<file path="config.mk">
export PLATFORM = sky130hd
export DESIGN_NAME = tvm_front_flat
export DESIGN_NICKNAME = d
export VERILOG_FILES = /design/src/design/tiny_vm_cpu_step_defines.svh /design/src/design/tvm_pkg.sv /design/src/design/tvm_if.sv /design/src/design/tvm_front.sv /design/src/flat_wrapper.sv
export SDC_FILE = /design/constraint.sdc
export NUM_CORES = 1
export LEC_CHECK = 0
export ABC_AREA = 1
export BUFFER_PORTS_ARGS = -buffer_cell sky130_fd_sc_hd__buf_4
export CAP_MARGIN = 20
export CORE_UTILIZATION = 55
export CTS_CLUSTER_SIZE = 40
export DETAILED_ROUTE_END_ITERATION = 16
export GPL_TIMING_DRIVEN = 0
export PLACE_DENSITY = 0.83
export SYNTH_ARGS = -nofsm -noshare
export SYNTH_HDL_FRONTEND = slang
export SYNTH_SLANG_ARGS = --single-unit
export TNS_END_PERCENT = 30
</file>
<file path="constraint.sdc">
create_clock -name clk -period 7.9 [get_ports clk]
set_input_delay 0.395 -clock clk [delete_from_list [all_inputs] [get_ports clk]]
set_output_delay 0.395 -clock clk [all_outputs]
set_load 0.02 [all_outputs]
</file>
<file path="src/design/tiny_vm_cpu_step_defines.svh">
// Assertion macros for the VM step block
`ifndef TINY_VM_CPU_STEP_DEFINES_SVH
`define TINY_VM_CPU_STEP_DEFINES_SVH
`ifndef SYNTHESIS
`define TVM_ASSERT_IMPL(lbl, clk, rstn, a, c) \
  lbl: assert property (@(posedge clk) disable iff (!rstn) (a) |-> (c)) \
    else $error("assertion failed");
`define TVM_ASSERT_NEXT(lbl, clk, rstn, a, c) \
  lbl: assert property (@(posedge clk) disable iff (!rstn) (a) |=> (c)) \
    else $error("assertion failed");
`else
`define TVM_ASSERT_IMPL(lbl, clk, rstn, a, c)
`define TVM_ASSERT_NEXT(lbl, clk, rstn, a, c)
`endif
`endif

</file>
<file path="src/design/tvm_pkg.sv">
package tvm_pkg;
  localparam logic [1:0] CMD_STEP  = 2'd0;
  localparam logic [1:0] CMD_WRITE = 2'd1;
  localparam logic [1:0] CMD_READ  = 2'd2;
  localparam logic [1:0] CMD_CLEAR = 2'd3;

  localparam logic [4:0] OPC_NOP = 5'h00;
  localparam logic [4:0] OPC_ALU = 5'h01;
  localparam logic [4:0] OPC_LDI = 5'h02;

  localparam logic [7:0] SUB_NOP  = 8'h00;
  localparam logic [7:0] SUB_SYS  = 8'h01;
  localparam logic [7:0] SUB_LOAD = 8'h02;
  localparam logic [7:0] SUB_STOR = 8'h03;
  localparam logic [7:0] SUB_EQ   = 8'h04;
  localparam logic [7:0] SUB_GT   = 8'h05;
  localparam logic [7:0] SUB_LT   = 8'h06;
  localparam logic [7:0] SUB_ADD  = 8'h07;
  localparam logic [7:0] SUB_SUB  = 8'h08;

  localparam logic [7:0] SYS_NOP  = 8'h00;
  localparam logic [7:0] SYS_IMM  = 8'h02;
  localparam logic [7:0] SYS_REG  = 8'h03;

  typedef struct packed {
    logic [1:0]  cmd;
    logic [15:0] mem_addr;
    logic [31:0] write_word;
  } cmd_t;

  typedef struct packed {
    logic        ok;
    logic [31:0] read_word;
    logic [15:0] pc_now;
    logic        cond_flag;
    logic        in_interrupt;
    logic [15:0] return_pc;
  } res_t;

  typedef enum logic [3:0] {
    S_IDLE, S_FETCH, S_FWAIT, S_REGA, S_REGB, S_EXEC, S_MEMW, S_PCRD, S_PCWR,
    S_RDW, S_CLR, S_DONE
  } state_t;
endpackage

</file>
<file path="src/design/tvm_if.sv">
interface tvm_cmd_if import tvm_pkg::*; ();
  logic valid;
  logic ready;
  cmd_t data;
  modport source(output valid, output data, input ready);
  modport sink(input valid, input data, output ready);
endinterface


</file>
<file path="src/design/tvm_front.sv">
// Input stage plus two-entry command queue
module tvm_front import tvm_pkg::*; (
  input  logic       clk,
  input  logic       rst_n,
  tvm_cmd_if.sink    cin,
  output logic       q_valid,
  output cmd_t       q_data,
  input  logic       q_pop
);
  cmd_t       buf_r [2];
  logic       wp_r, rp_r;
  logic [1:0] cnt_r;
  logic       push;

  assign cin.ready = (cnt_r != 2'd2);
  assign push      = cin.valid && cin.ready;
  assign q_valid   = (cnt_r != 2'd0);
  assign q_data    = buf_r[rp_r];

  always_ff @(posedge clk) begin
    if (push) buf_r[wp_r] <= cin.data;
    if (!rst_n) begin
      wp_r <= 1'b0; rp_r <= 1'b0; cnt_r <= 2'd0;
    end else begin
      if (push) wp_r <= ~wp_r;
      if (q_pop) rp_r <= ~rp_r;
      cnt_r <= cnt_r + {1'b0, push} - {1'b0, q_pop};
    end
  end
endmodule

</file>
<file path="src/flat_wrapper.sv">
// flat-port wrapper written by rule: the top's interface ports become plain ports
module tvm_front_flat import tvm_pkg::*;
  (clk, rst_n, q_valid, q_data, q_pop, cin_valid, cin_data, cin_ready);
  tvm_cmd_if cin_i ();
  input  logic clk;
  input  logic rst_n;
  output logic q_valid;
  output cmd_t q_data;
  input  logic q_pop;
  input wire logic [$bits(cin_i.valid)-1:0] cin_valid;
  input wire logic [$bits(cin_i.data)-1:0] cin_data;
  output wire logic [$bits(cin_i.ready)-1:0] cin_ready;
  assign cin_i.valid = cin_valid;
  assign cin_i.data = cin_data;
  assign cin_ready = cin_i.ready;
  tvm_front u_core (.clk(clk), .rst_n(rst_n), .cin(cin_i), .q_valid(q_valid), .q_data(q_data), .q_pop(q_pop));
endmodule
</file>
### Word-level counts from Yosys, hierarchy flattened

Memories as Yosys holds them, arrays and structs flattened. A register that Yosys moved wholly into a read port is not among the register bits.
Index checks and enable logic that the tools add are counted.

| storage, ports and cells | value |
|---|---|
| register bits | 4 |
| bits in writable memories | 100 |
| bits of input ports | 54 |
| output and inout bits | 52 |
| word-level logic and storage cells | 15 |
| memories | 1 |

Memory list:

| name | words | width | rd ports | clocked after memory_dff | write ports | line | source |
|---|---|---|---|---|---|---|---|
| u_core.buf_r | 2 | 50 | 1 | 1 | 1 | tvm_front.sv:10 | `cmd_t buf_r [2];` |

| operators by class | value |
|---|---|
| add/subtract/negate cells | 2 |
| eq/ne operators | 1 |
| muxes and demuxes | 4 |
| bitwise logic cells | 2 |
| reductions and logical operators | 2 |

Operators by type and width:

| kind | number |
|---|---|
| 1-bit 2-to-1 mux | 4 |
| 2-bit by 1-bit adder with 2-bit output | 1 |
| 2-bit inequality test, second input constant | 1 |
| 1-bit NOT | 2 |
| 2-bit nonzero test | 1 |
| 2-bit by 1-bit subtractor with 2-bit output | 1 |
| 1-bit logical AND | 1 |

### Depth between registers and ports, before layout

Gate-level depths: netlist (run 1).

| logic depth | value |
|---|---|
| word-level depth | 4 |
| gate-level depth with buffers | 7 |
| gate-level depth less buffers | 7 |

### Worst setup path after synthesis (run 1)

Ideal clock, no wire load.

| timing path | value |
|---|---|
| kind | reg2reg |
| start point | reg u_core.cnt_r[0] |
| end point | mem u_core.buf_r[0][0] (netlist name), enable pin |
| library setup time | 458 ps |
| data arrival time | 2,767 ps |
| data required time | 7,442 ps |
| path slack | 4,675 ps |
| stages on the path, launching flop included | 5 |
| path buffers | 0 |
| clock period less this slack | 3,225 ps |
| cells stage by stage | dfxtp_1 -> inv_1 -> nand2_1 -> nand2_1 -> nor2_1 |

| on the way | value |
|---|---|
| word-level cells in the longest chain between the ends | 4 |

Ends and longest elaborated chain:

| item | line | source |
|---|---|---|
| start: declaration | tvm_front.sv:12 | `logic [1:0] cnt_r;` |
| start signal: assignment | tvm_front.sv:27 | `cnt_r <= cnt_r + {1'b0, push} - {1'b0, q_pop};` |
| 2-bit inequality test | tvm_front.sv:15 | `assign cin.ready = (cnt_r != 2'd2);` |
| via cin_ready | flat_wrapper.sv:12 | `output wire logic [$bits(cin_i.ready)-1:0] cin_ready;` |
| 1-bit logical AND | tvm_front.sv:16 | `assign push = cin.valid && cin.ready;` |
| 1-bit 2-to-1 mux | tvm_front.sv:21 | `if (push) buf_r[wp_r] <= cin.data;` |
| 1-bit 2-to-1 mux (not written as such) | tvm_front.sv:21 |  |
| end: declaration | tvm_front.sv:10 |  |

The timed path passes the listed nets, and every way through them passes these cells.

==> impl_table.tex, run 1 <==
\begin{tabular}{lr}
\hline
Metric & Value \\
\hline
\multicolumn{2}{l}{\textbf{Status}} \\
\quad Result of the run & completed \\
\multicolumn{2}{l}{\textbf{STA}} \\
\quad Final critical delay including setup and external delays & 1.87 ns \\
\quad Sum of negative setup slack & 0 ns \\
\quad Slew margin rel. & 60.2\% \\
\quad Slew at the pin closest to its max-slew limit & 0.595 ns \\
\quad Max-slew violations & 0 \\
\quad Fin crit share & 23.7\% \\
\quad Number of failing hold endpoints at the final stage & 0 \\
\quad RSZ-0062 raised after global routing & false \\
\quad F\_max & 535 MHz \\
\quad Max Clock Skew & 0.00969 ns \\
\quad Setup violation total in the final timing report & 0 \\
\multicolumn{2}{l}{\textbf{Logic synthesis}} \\
\quad Top cell type by total area after synthesis & edfxtp\_1 \\
\quad Net Count, Synth & 242 \\
\quad Sequential cell area fraction in the yosys report & 76.0\% \\
\quad Yosys warning count & 0 \\
\quad Cells taking the most area after synthesis & edfxtp\_1 (74\%), mux2\_4 (18\%), buf\_12 (2.5\%), dfxtp\_1 (2.5\%), nand2\_1 (0.83\%) \\
\quad Cell area after synthesis & 4080 sq um \\
\quad Synth Area per Inst & 21.8 sq um \\
\quad Number of distinct library cells after synthesis & 13 \\
\quad Synth top area share & 73.6\% \\
\quad Number of flip-flops and latches in the synthesized netlist & 105 \\
\quad Cells after Synth & 187 \\
\multicolumn{2}{l}{\textbf{Global route}} \\
\quad Initial antenna violation count & 0 \\
\quad Via count of the first global-routing pass & 2042 \\
\quad Gr ovfl total & 0 \\
\quad Overall fraction of global-route tracks in use & 17.6\% \\
\quad Maximum number of pins on one net before global-route repair & 33 \\
\quad Wire length of the first global-routing pass & 9.71 mm \\
\multicolumn{2}{l}{\textbf{Power}} \\
\quad VDD IR-drop max & 0.000148 V \\
\quad Int Power & 0.940 mW \\
\quad Part of the total power dissipated in sequential elements & 54.5\% \\
\quad Static leakage & 2.09 nW \\
\quad Power density of the placed cells & 238 nW/um\^{}2 \\
\quad Reported net switching power & 0.308 mW \\
\quad Net Sw Frac & 24.7\% \\
\quad Clock share of power & 25.9\% \\
\quad Combinational power share & 19.6\% \\
\multicolumn{2}{l}{\textbf{Clock network}} \\
\quad Clock insertion delay at the later pin of the skew report & 0.35 ns \\
\quad Number of gates resized after cts & 0 \\
\quad Hold-fix buffer count after cts & 0 \\
\quad Post-CTS Setup Bufs & 0 \\
\quad Clock tree from TritonCTS & yes \\
\quad Clock-pin slew reported for the worst setup and hold paths after clock tree synthesis & 0.10 ns \\
\quad Worst-case clock buffer depth & 2 \\
\quad TritonCTS sink count & 105 \\
\quad Number of buffers created by CTS & 9 \\
\quad CTS Root Cell & clkbuf\_8 \\
\quad H-tree Lvls & 3 \\
\multicolumn{2}{l}{\textbf{Floorplan}} \\
\quad Die area & 7770 sq um \\
\quad Placeable core region & 7210 sq um \\
\quad Effective utilization at floorplan & 56.6\% \\
\quad Die Ht & 88.1 um \\
\quad Number of placement rows & 31 \\
\quad Number of placed I/O pins & 106 \\
\quad Die outline width & 88.1 um \\
\multicolumn{2}{l}{\textbf{Worst setup path}} \\
\quad Largest delay share family, worst path & buffers and inverters \\
\quad Worst reg2reg path startpoint & u\_core.cnt\_r[0]\$\_SDFF\_PN0\_ \\
\quad Kind of start point of the critical path & flip-flop \\
\quad Data arrival time of the critical path & 1.47 ns \\
\quad Worst Path Required & 7.51 ns \\
\quad Top fanout value on the critical path & 10 \\
\quad Number of cells on the critical path & 4 \\
\quad Number of cells on the worst reg-to-reg path & 7 \\
\quad Worst reg2reg setup slack & 6.06 ns \\
\quad Series of cell instances along the critical path & buf\_6 > buf\_12 > mux2\_4 > buf\_4 \\
\quad Worst Setup EP & q\_data[14] \\
\quad Number of buffer and inverter instances along the worst setup path & 3 \\
\quad Critical path's largest stage delay & 0.33 ns \\
\quad Kind of critical path & flip-flop to output pin \\
\quad RR Endpoint & u\_core.buf\_r[1][40]\$\_DFFE\_PP\_ \\
\quad Critical Path End Type & output pin \\
\quad Worst path slowest cell & dfxtp\_1 \\
\multicolumn{2}{l}{\textbf{Route}} \\
\quad Residual DRC count & 0 \\
\quad Number of iterations in the first detailed-routing pass & 4 \\
\quad WL met1 & 2.44 mm \\
\quad Vias after detailed routing & 1998 \\
\quad Routed WL & 6.56 mm \\
\quad Post-route antenna net violation count & 0 \\
\quad Via density & 4.89 \\
\quad Count of routing violations after the opening detailed-route iteration & 73 \\
\quad DR WL met2 & 3.66 mm \\
\quad Top routing layer in use & met4 \\
\quad Routed met3 length & 339 um \\
\quad Average routed wire per standard cell & 16.0 um \\
\multicolumn{2}{l}{\textbf{Finish}} \\
\quad Total area of multi-input combinational cells & 860 sq um \\
\quad Share of post-route cells with drive strength above 1 & 58.1\% \\
\quad Most frequent standard cell in the layout excluding fill and tap cells & buf\_4 \\
\quad Synthesis-to-finish area growth & 28.3\% \\
\quad Filler cell count & 473 \\
\quad Most frequent cells in the layout & buf\_4 (105), edfxtp\_1 (100), mux2\_4 (50) \\
\quad Final design utilization & 72.6\% \\
\quad Reg area & 3100 sq um \\
\quad Post-layout nets & 360 \\
\quad Number of diodes & 0 \\
\multicolumn{2}{l}{\textbf{Place}} \\
\quad Port Buf Inserts & 105 \\
\quad Placed wire-length estimate after detailed placement & 4.59 mm \\
\quad Routability-driven placement congestion ratio & 0.657 \\
\multicolumn{2}{l}{\textbf{Run}} \\
\quad Max capacitance violation total & 0 \\
\multicolumn{2}{l}{\textbf{Min path}} \\
\quad Worst Hold Class & input port to flip-flop \\
\hline
\end{tabular}
[area by class of cell]
| class | instances | share of cell area [%] |
|---|---|---|
| inverters | 4 | 0.287 |
| plain buffers | 6 | 2.13 |
| clock buffers | 11 | 2.51 |
| clock inverters | 5 | 1.24 |
| repair buffers | 107 | 15.8 |
| multi-input cells | 72 | 16.4 |
| well taps | 99 | 2.37 |
| flip-flops and latches | 105 | 59.2 |
[power groups by stage]
stage               Combinational [mW]  Sequential [mW]  Clock (mW)
floorplan                        0.148            0.691           0
global placement                 0.235            0.694           0
detailed placement               0.248            0.694           0
CTS                              0.248            0.681       0.331
global route                     0.260            0.685       0.354
finish                           0.244            0.681       0.323
[registers in the layout, indices dropped and copies added (netlist names), named ones only]
register,cells
u_core.wp_r,1
u_core.cnt_r,2
u_core.rp_r,1
u_core.buf_r,100
[per-stage QoR]
stage | setup WS, ns | cells | cell area, sq um | power [mW] | hold WS (ns)
final | 6.03 | 409 | 5240 | 1.25 | 0.216
after global routing | 5.94 | 409 | 5240 | 1.30 | 0.190
after detailed placement | 6.06 | 393 | 5040 | 0.942 | 0.495
after CTS | 6.00 | 409 | 5240 | 1.26 | 0.200
after global placement | 3.64 | 391 | 4990 | 0.930 | 0.477
after floorplan | 4.68 | 187 | 4080 | 0.840 | 0.463
[worst reg2reg max path, delay by kind of cell (launching register included)]
family	cells	cell delay [ns]
buf+inv	4	0.85
flops	1	0.35
simple gates	3	0.34
[worst min-delay path by stage]
stage | slack [ns] | to | from | cells past startpoint
2_1_floorplan | 0.46 | flip-flop | u_core.rp_r$_SDFFE_PN0P_ | 2
3_3_place_gp | 0.48 | u_core.rp_r$_SDFFE_PN0P_ | u_core.rp_r$_SDFFE_PN0P_ | 2
3_5_place_dp | 0.50 | flip-flop | u_core.rp_r$_SDFFE_PN0P_ | 2
4_1_cts | 0.20 | u_core.buf_r[0][36]$_DFFE_PP_ | cin_data[36] | 1
5_1_grt | 0.19 | u_core.buf_r[1][3]$_DFFE_PP_ | cin_data[3] | 1
6_report | 0.22 | u_core.buf_r[1][3]$_DFFE_PP_ | cin_data[3] | 1
[cell usage after synthesis]
cell type and number:
or2_2 1, xnor2_1 1, buf_12 5, dfxtp_1 5, nor2_1 8, nand3_1 1, edfxtp_1 100, mux2_4 50
nand2_1 9, inv_1 4, a21oi_1 1, ha_1 1, buf_6 1
[per-layer routing]
layer / vias up / GRT usage [%]
met1: 971 / 19.7
met4: 0 / 9.09
li1: 951 / -
met5: - / 0
met3: 12 / 3.77
met2: 64 / 31.4
[cell families (layout without fill, tap and decap cells)]
logic type	after synthesis	count (layout)	share of synthesized area, %
multiplexers	50	50	18.4
buffers and inverters	10	133	3.10
AO/OA/AOI/OAI	1	1	0.123
XOR/XNOR	1	1	0.215
AND/OR/NAND/NOR	19	19	1.84
flip-flops	105	105	76.0
adder cells (fa/ha/maj)	1	1	0.307
Note: power is estimated with default switching activity, not from simulation.
==> run 2, diff against run 1 <==
- CORE_UTILIZATION: 55 -> 47
- PLACE_DENSITY: 0.83 -> 0.75
- clock period: 7.9 -> 1.5 ns (I/O delays scaled with it)
==> run 2 against run 1 <==
  * The flow now finishes with violations (setup timing)
  * Sequential share of layout area decreased by 7.9 points
  * Cell count increased by 15%
  * Register-to-register slack got worse by 6.0 ns
  * Design area increased by 15%
  * Worst setup slack got worse by 6.0 ns
  * Clock skew decreased by 0.0028 ns
  * Clock-buffer cell count decreased by 1
  * Routed wire length increased by 12%
  * Sequential power increased to 5.3 times the previous value
  * Hold slack got worse by 0.14 ns
  * Die area increased by 17%
  * Largest cell class unchanged
==> impl_table.tex, run 2 (synthesized netlist as in run 1, its figures left out) <==
\begin{tabular}{lr}
\hline
Metric & Value \\
\hline
\multicolumn{2}{l}{\textbf{Worst setup path}} \\
\quad Data arrival time of the critical path & 1.44 ns (was 1.47 ns) \\
\quad Top fanout value on the critical path & 10 (unchanged) \\
\quad Series of cell instances along the critical path & buf\_8 > buf\_12 > mux2\_4 > buf\_6 (was buf\_6 > buf\_12 > mux2\_4 > buf\_4) \\
\quad Critical Path End Type & output pin (unchanged) \\
\quad Worst reg2reg setup slack & 0.09 ns (was 6.06 ns) \\
\quad Worst Path Required & 1.42 ns (was 7.51 ns) \\
\quad Worst reg2reg path startpoint & u\_core.cnt\_r[0]\$\_SDFF\_PN0\_ (unchanged) \\
\quad Number of buffer and inverter instances along the worst setup path & 3 (unchanged) \\
\quad Kind of critical path & flip-flop to output pin (unchanged) \\
\quad RR Endpoint & u\_core.buf\_r[1][11]\$\_DFFE\_PP\_ (was u\_core.buf\_r[1][40]\$\_DFFE\_PP\_) \\
\quad Number of cells on the worst reg-to-reg path & 7 (unchanged) \\
\quad Critical path's largest stage delay & 0.34 ns (was 0.33 ns) \\
\quad Worst Setup EP & q\_data[23] (was q\_data[14]) \\
\quad Largest delay share family, worst path & buffers and inverters (unchanged) \\
\quad Worst path slowest cell & dfxtp\_2 (was dfxtp\_1) \\
\quad Kind of start point of the critical path & flip-flop (unchanged) \\
\quad Number of cells on the critical path & 4 (unchanged) \\
\multicolumn{2}{l}{\textbf{Clock network}} \\
\quad Number of buffers created by CTS & 9 (unchanged) \\
\quad Clock tree from TritonCTS & yes (unchanged) \\
\quad H-tree Lvls & 3 (unchanged) \\
\quad CTS Root Cell & clkbuf\_8 (unchanged) \\
\quad Clock insertion delay at the later pin of the skew report & 0.34 ns (was 0.35 ns) \\
\quad Worst-case clock buffer depth & 2 (unchanged) \\
\quad Clock-pin slew reported for the worst setup and hold paths after clock tree synthesis & 0.09 ns (was 0.10 ns) \\
\quad TritonCTS sink count & 105 (unchanged) \\
\multicolumn{2}{l}{\textbf{STA}} \\
\quad Number of failing hold endpoints at the final stage & 0 (unchanged) \\
\quad Slew at the pin closest to its max-slew limit & 0.425 ns (was 0.595 ns) \\
\quad Fin crit share & 101\% \\
\quad Slew margin rel. & 71.6\% (was 60.2\%) \\
\quad Sum of negative setup slack & -0.159 ns (was 0 ns) \\
\quad Final critical delay including setup and external delays & 1.52 ns \\
\quad Max Clock Skew & 0.00688 ns (was 0.00969 ns) \\
\quad F\_max & 660 MHz \\
\quad RSZ-0062 raised after global routing & true (was false) \\
\quad Setup slack of the critical path after layout & -0.0162 ns (was 6.03 ns) \\
\quad Max-slew violations & 0 (unchanged) \\
\quad Setup violation total in the final timing report & 33 (was 0) \\
\multicolumn{2}{l}{\textbf{Route}} \\
\quad Average routed wire per standard cell & 15.7 um (was 16.0 um) \\
\quad Count of routing violations after the opening detailed-route iteration & 38 (was 73) \\
\quad Number of iterations in the first detailed-routing pass & 4 (unchanged) \\
\quad Residual DRC count & 0 (unchanged) \\
\quad Via density & 4.66 (was 4.89) \\
\quad Post-route antenna net violation count & 0 (unchanged) \\
\quad Routed WL & 7.38 mm (was 6.56 mm) \\
\quad Vias after detailed routing & 2194 (was 1998) \\
\multicolumn{2}{l}{\textbf{Global route}} \\
\quad Global routing met2 resource utilization & 32.0\% (was 31.4\%) \\
\quad Overall fraction of global-route tracks in use & 17.2\% (was 17.6\%) \\
\quad Wire length of the first global-routing pass & 11.3 mm (was 9.71 mm) \\
\quad Initial antenna violation count & 0 (unchanged) \\
\quad Global-route track usage on met3 & 3.27\% (was 3.77\%) \\
\quad Busiest metal layer after global routing & met2 (unchanged) \\
\quad GR met1 Demand/Resource & 18.9\% (was 19.7\%) \\
\quad Gr ovfl total & 0 (unchanged) \\
\quad Maximum number of pins on one net before global-route repair & 27 (was 33) \\
\quad Via count of the first global-routing pass & 2363 (was 2042) \\
\multicolumn{2}{l}{\textbf{Floorplan}} \\
\quad Number of placed I/O pins & 106 (unchanged) \\
\quad Die outline width & 95.2 um (was 88.1 um) \\
\quad Effective utilization at floorplan & 49.2\% (was 56.6\%) \\
\quad Placeable core region & 8300 sq um (was 7210 sq um) \\
\quad Die area & 9060 sq um (was 7770 sq um) \\
\quad Number of placement rows & 33 (was 31) \\
\quad Die Ht & 95.2 um (was 88.1 um) \\
\multicolumn{2}{l}{\textbf{Place}} \\
\quad Port Buf Inserts & 105 (unchanged) \\
\quad Total placed instance area & 5080 sq um (was 5040 sq um) \\
\quad Placed wire-length estimate after detailed placement & 4.23 mm (was 4.59 mm) \\
\quad Placed insts & 399 (was 393) \\
\quad Routability-driven placement congestion ratio & 0.619 (was 0.657) \\
\multicolumn{2}{l}{\textbf{Min path}} \\
\quad Worst Hold Class & input port to flip-flop (unchanged) \\
\multicolumn{2}{l}{\textbf{Power}} \\
\quad VDD IR-drop max & 0.000858 V (was 0.000148 V) \\
\quad Post-layout power & 6.84 mW (was 1.25 mW) \\
\quad Static leakage & 2.40 nW (was 2.09 nW) \\
\quad Power density of the placed cells & 1130 nW/um\^{}2 (was 238 nW/um\^{}2) \\
\multicolumn{2}{l}{\textbf{Finish}} \\
\quad Registers with the highest flip-flop counts & u\_core.buf\_r: 100 flops, u\_core.cnt\_r: 2 flops (unchanged) \\
\quad Register with the most flip-flops & u\_core.buf\_r (unchanged) \\
\quad Number of diodes & 0 (unchanged) \\
\quad Most frequent standard cell in the layout excluding fill and tap cells & edfxtp\_1 (was buf\_4) \\
\quad Layout Cells excl Fill & 471 (was 409) \\
\quad Synthesis-to-finish area growth & 48.2\% (was 28.3\%) \\
\quad Finished Cell Area & 6050 sq um (was 5240 sq um) \\
\quad Final design utilization & 72.9\% (was 72.6\%) \\
\quad Share of post-route cells with drive strength above 1 & 52.5\% (was 58.1\%) \\
\quad Most frequent cells in the layout & edfxtp\_1 (100), buf\_4 (55), dlygate4sd3\_1 (52) (was buf\_4 (105), edfxtp\_1 (100), mux2\_4 (50)) \\
\quad Post-layout nets & 417 (was 360) \\
\quad Flip-flop count of the largest register, all copies and words added & 100 (unchanged) \\
\multicolumn{2}{l}{\textbf{Status}} \\
\quad Result of the run & finished with violations (was completed) \\
\quad Violations in the final reports & setup timing \\
\multicolumn{2}{l}{\textbf{Run}} \\
\quad Max capacitance violation total & 0 (unchanged) \\
\hline
\end{tabular}
==> run 2: metrics by stage <==
stage / setup slack (ns) / hold WS (ns)
2_1_floorplan: -0.250 / 0.174
3_3_place_gp: -0.682 / 0.259
3_5_place_dp: -0.438 / 0.263
4_1_cts: -0.0348 / 0.0728
5_1_grt: -0.0697 / 0.0818
6_report: -0.0162 / 0.0756
==> run 2: worst min path at each step <==
stage | startpoint | endpoint | cells past startpoint
2_1_floorplan | cin_data[0] | u_core.buf_r[0][0]$_DFFE_PP_ | 0
3_3_place_gp | cin_data[28] | u_core.buf_r[1][28]$_DFFE_PP_ | 1
3_5_place_dp | cin_data[21] | u_core.buf_r[0][21]$_DFFE_PP_ | 1
4_1_cts | cin_valid | u_core.cnt_r[0]$_SDFF_PN0_ | 3
5_1_grt | cin_valid | u_core.cnt_r[0]$_SDFF_PN0_ | 3
6_report | cin_valid | u_core.cnt_r[0]$_SDFF_PN0_ | 3
==> run 2: what timing repair did <==
action,in CTS,in global routing
setup endpoints to repair,150,77
gates cloned,2,0
buffers inserted,2,1
pin swaps,1,0
gates resized for setup,54,1
hold buffers,52,0
hold endpoints to repair,105,0
==> run 2: layout make-up <==
type	instances	area (sq um)
multi-input combinational	73	888
sequential	105	3110
tap	105	131
inverter	4	18.8
clock inverter	5	57.6
buffer	6	115
timing repair inverter	1	7.51
timing repair buffer	162	1600
fill	522	2250
clock buffer	10	128
==> run 2: power by group <==
| group | total (mW) | internal, mW | switching (mW) |
|---|---|---|---|
| Clock | 1.64 | 0.760 | 0.878 |
| Sequential | 3.59 | 3.51 | 0.0805 |
| Combinational | 1.61 | 0.891 | 0.721 |
| Total | 6.84 | 5.16 | 1.68 |
==> run 2: worst register-to-register path, delay by kind of cell, from the launching register on <==
| family | cells | cell delay [ns] |
|---|---|---|
| buffers and inverters | 4 | 0.49 |
| AND/OR/NAND/NOR | 3 | 0.27 |
| flip-flops | 1 | 0.37 |
==> run 2: routing by layer <==
metal  up-vias  share of wire, %
li1       1062                 -
met1      1067                38
met2        63                57
met3         2               4.6
met4         0              0.23
met5         -                 0
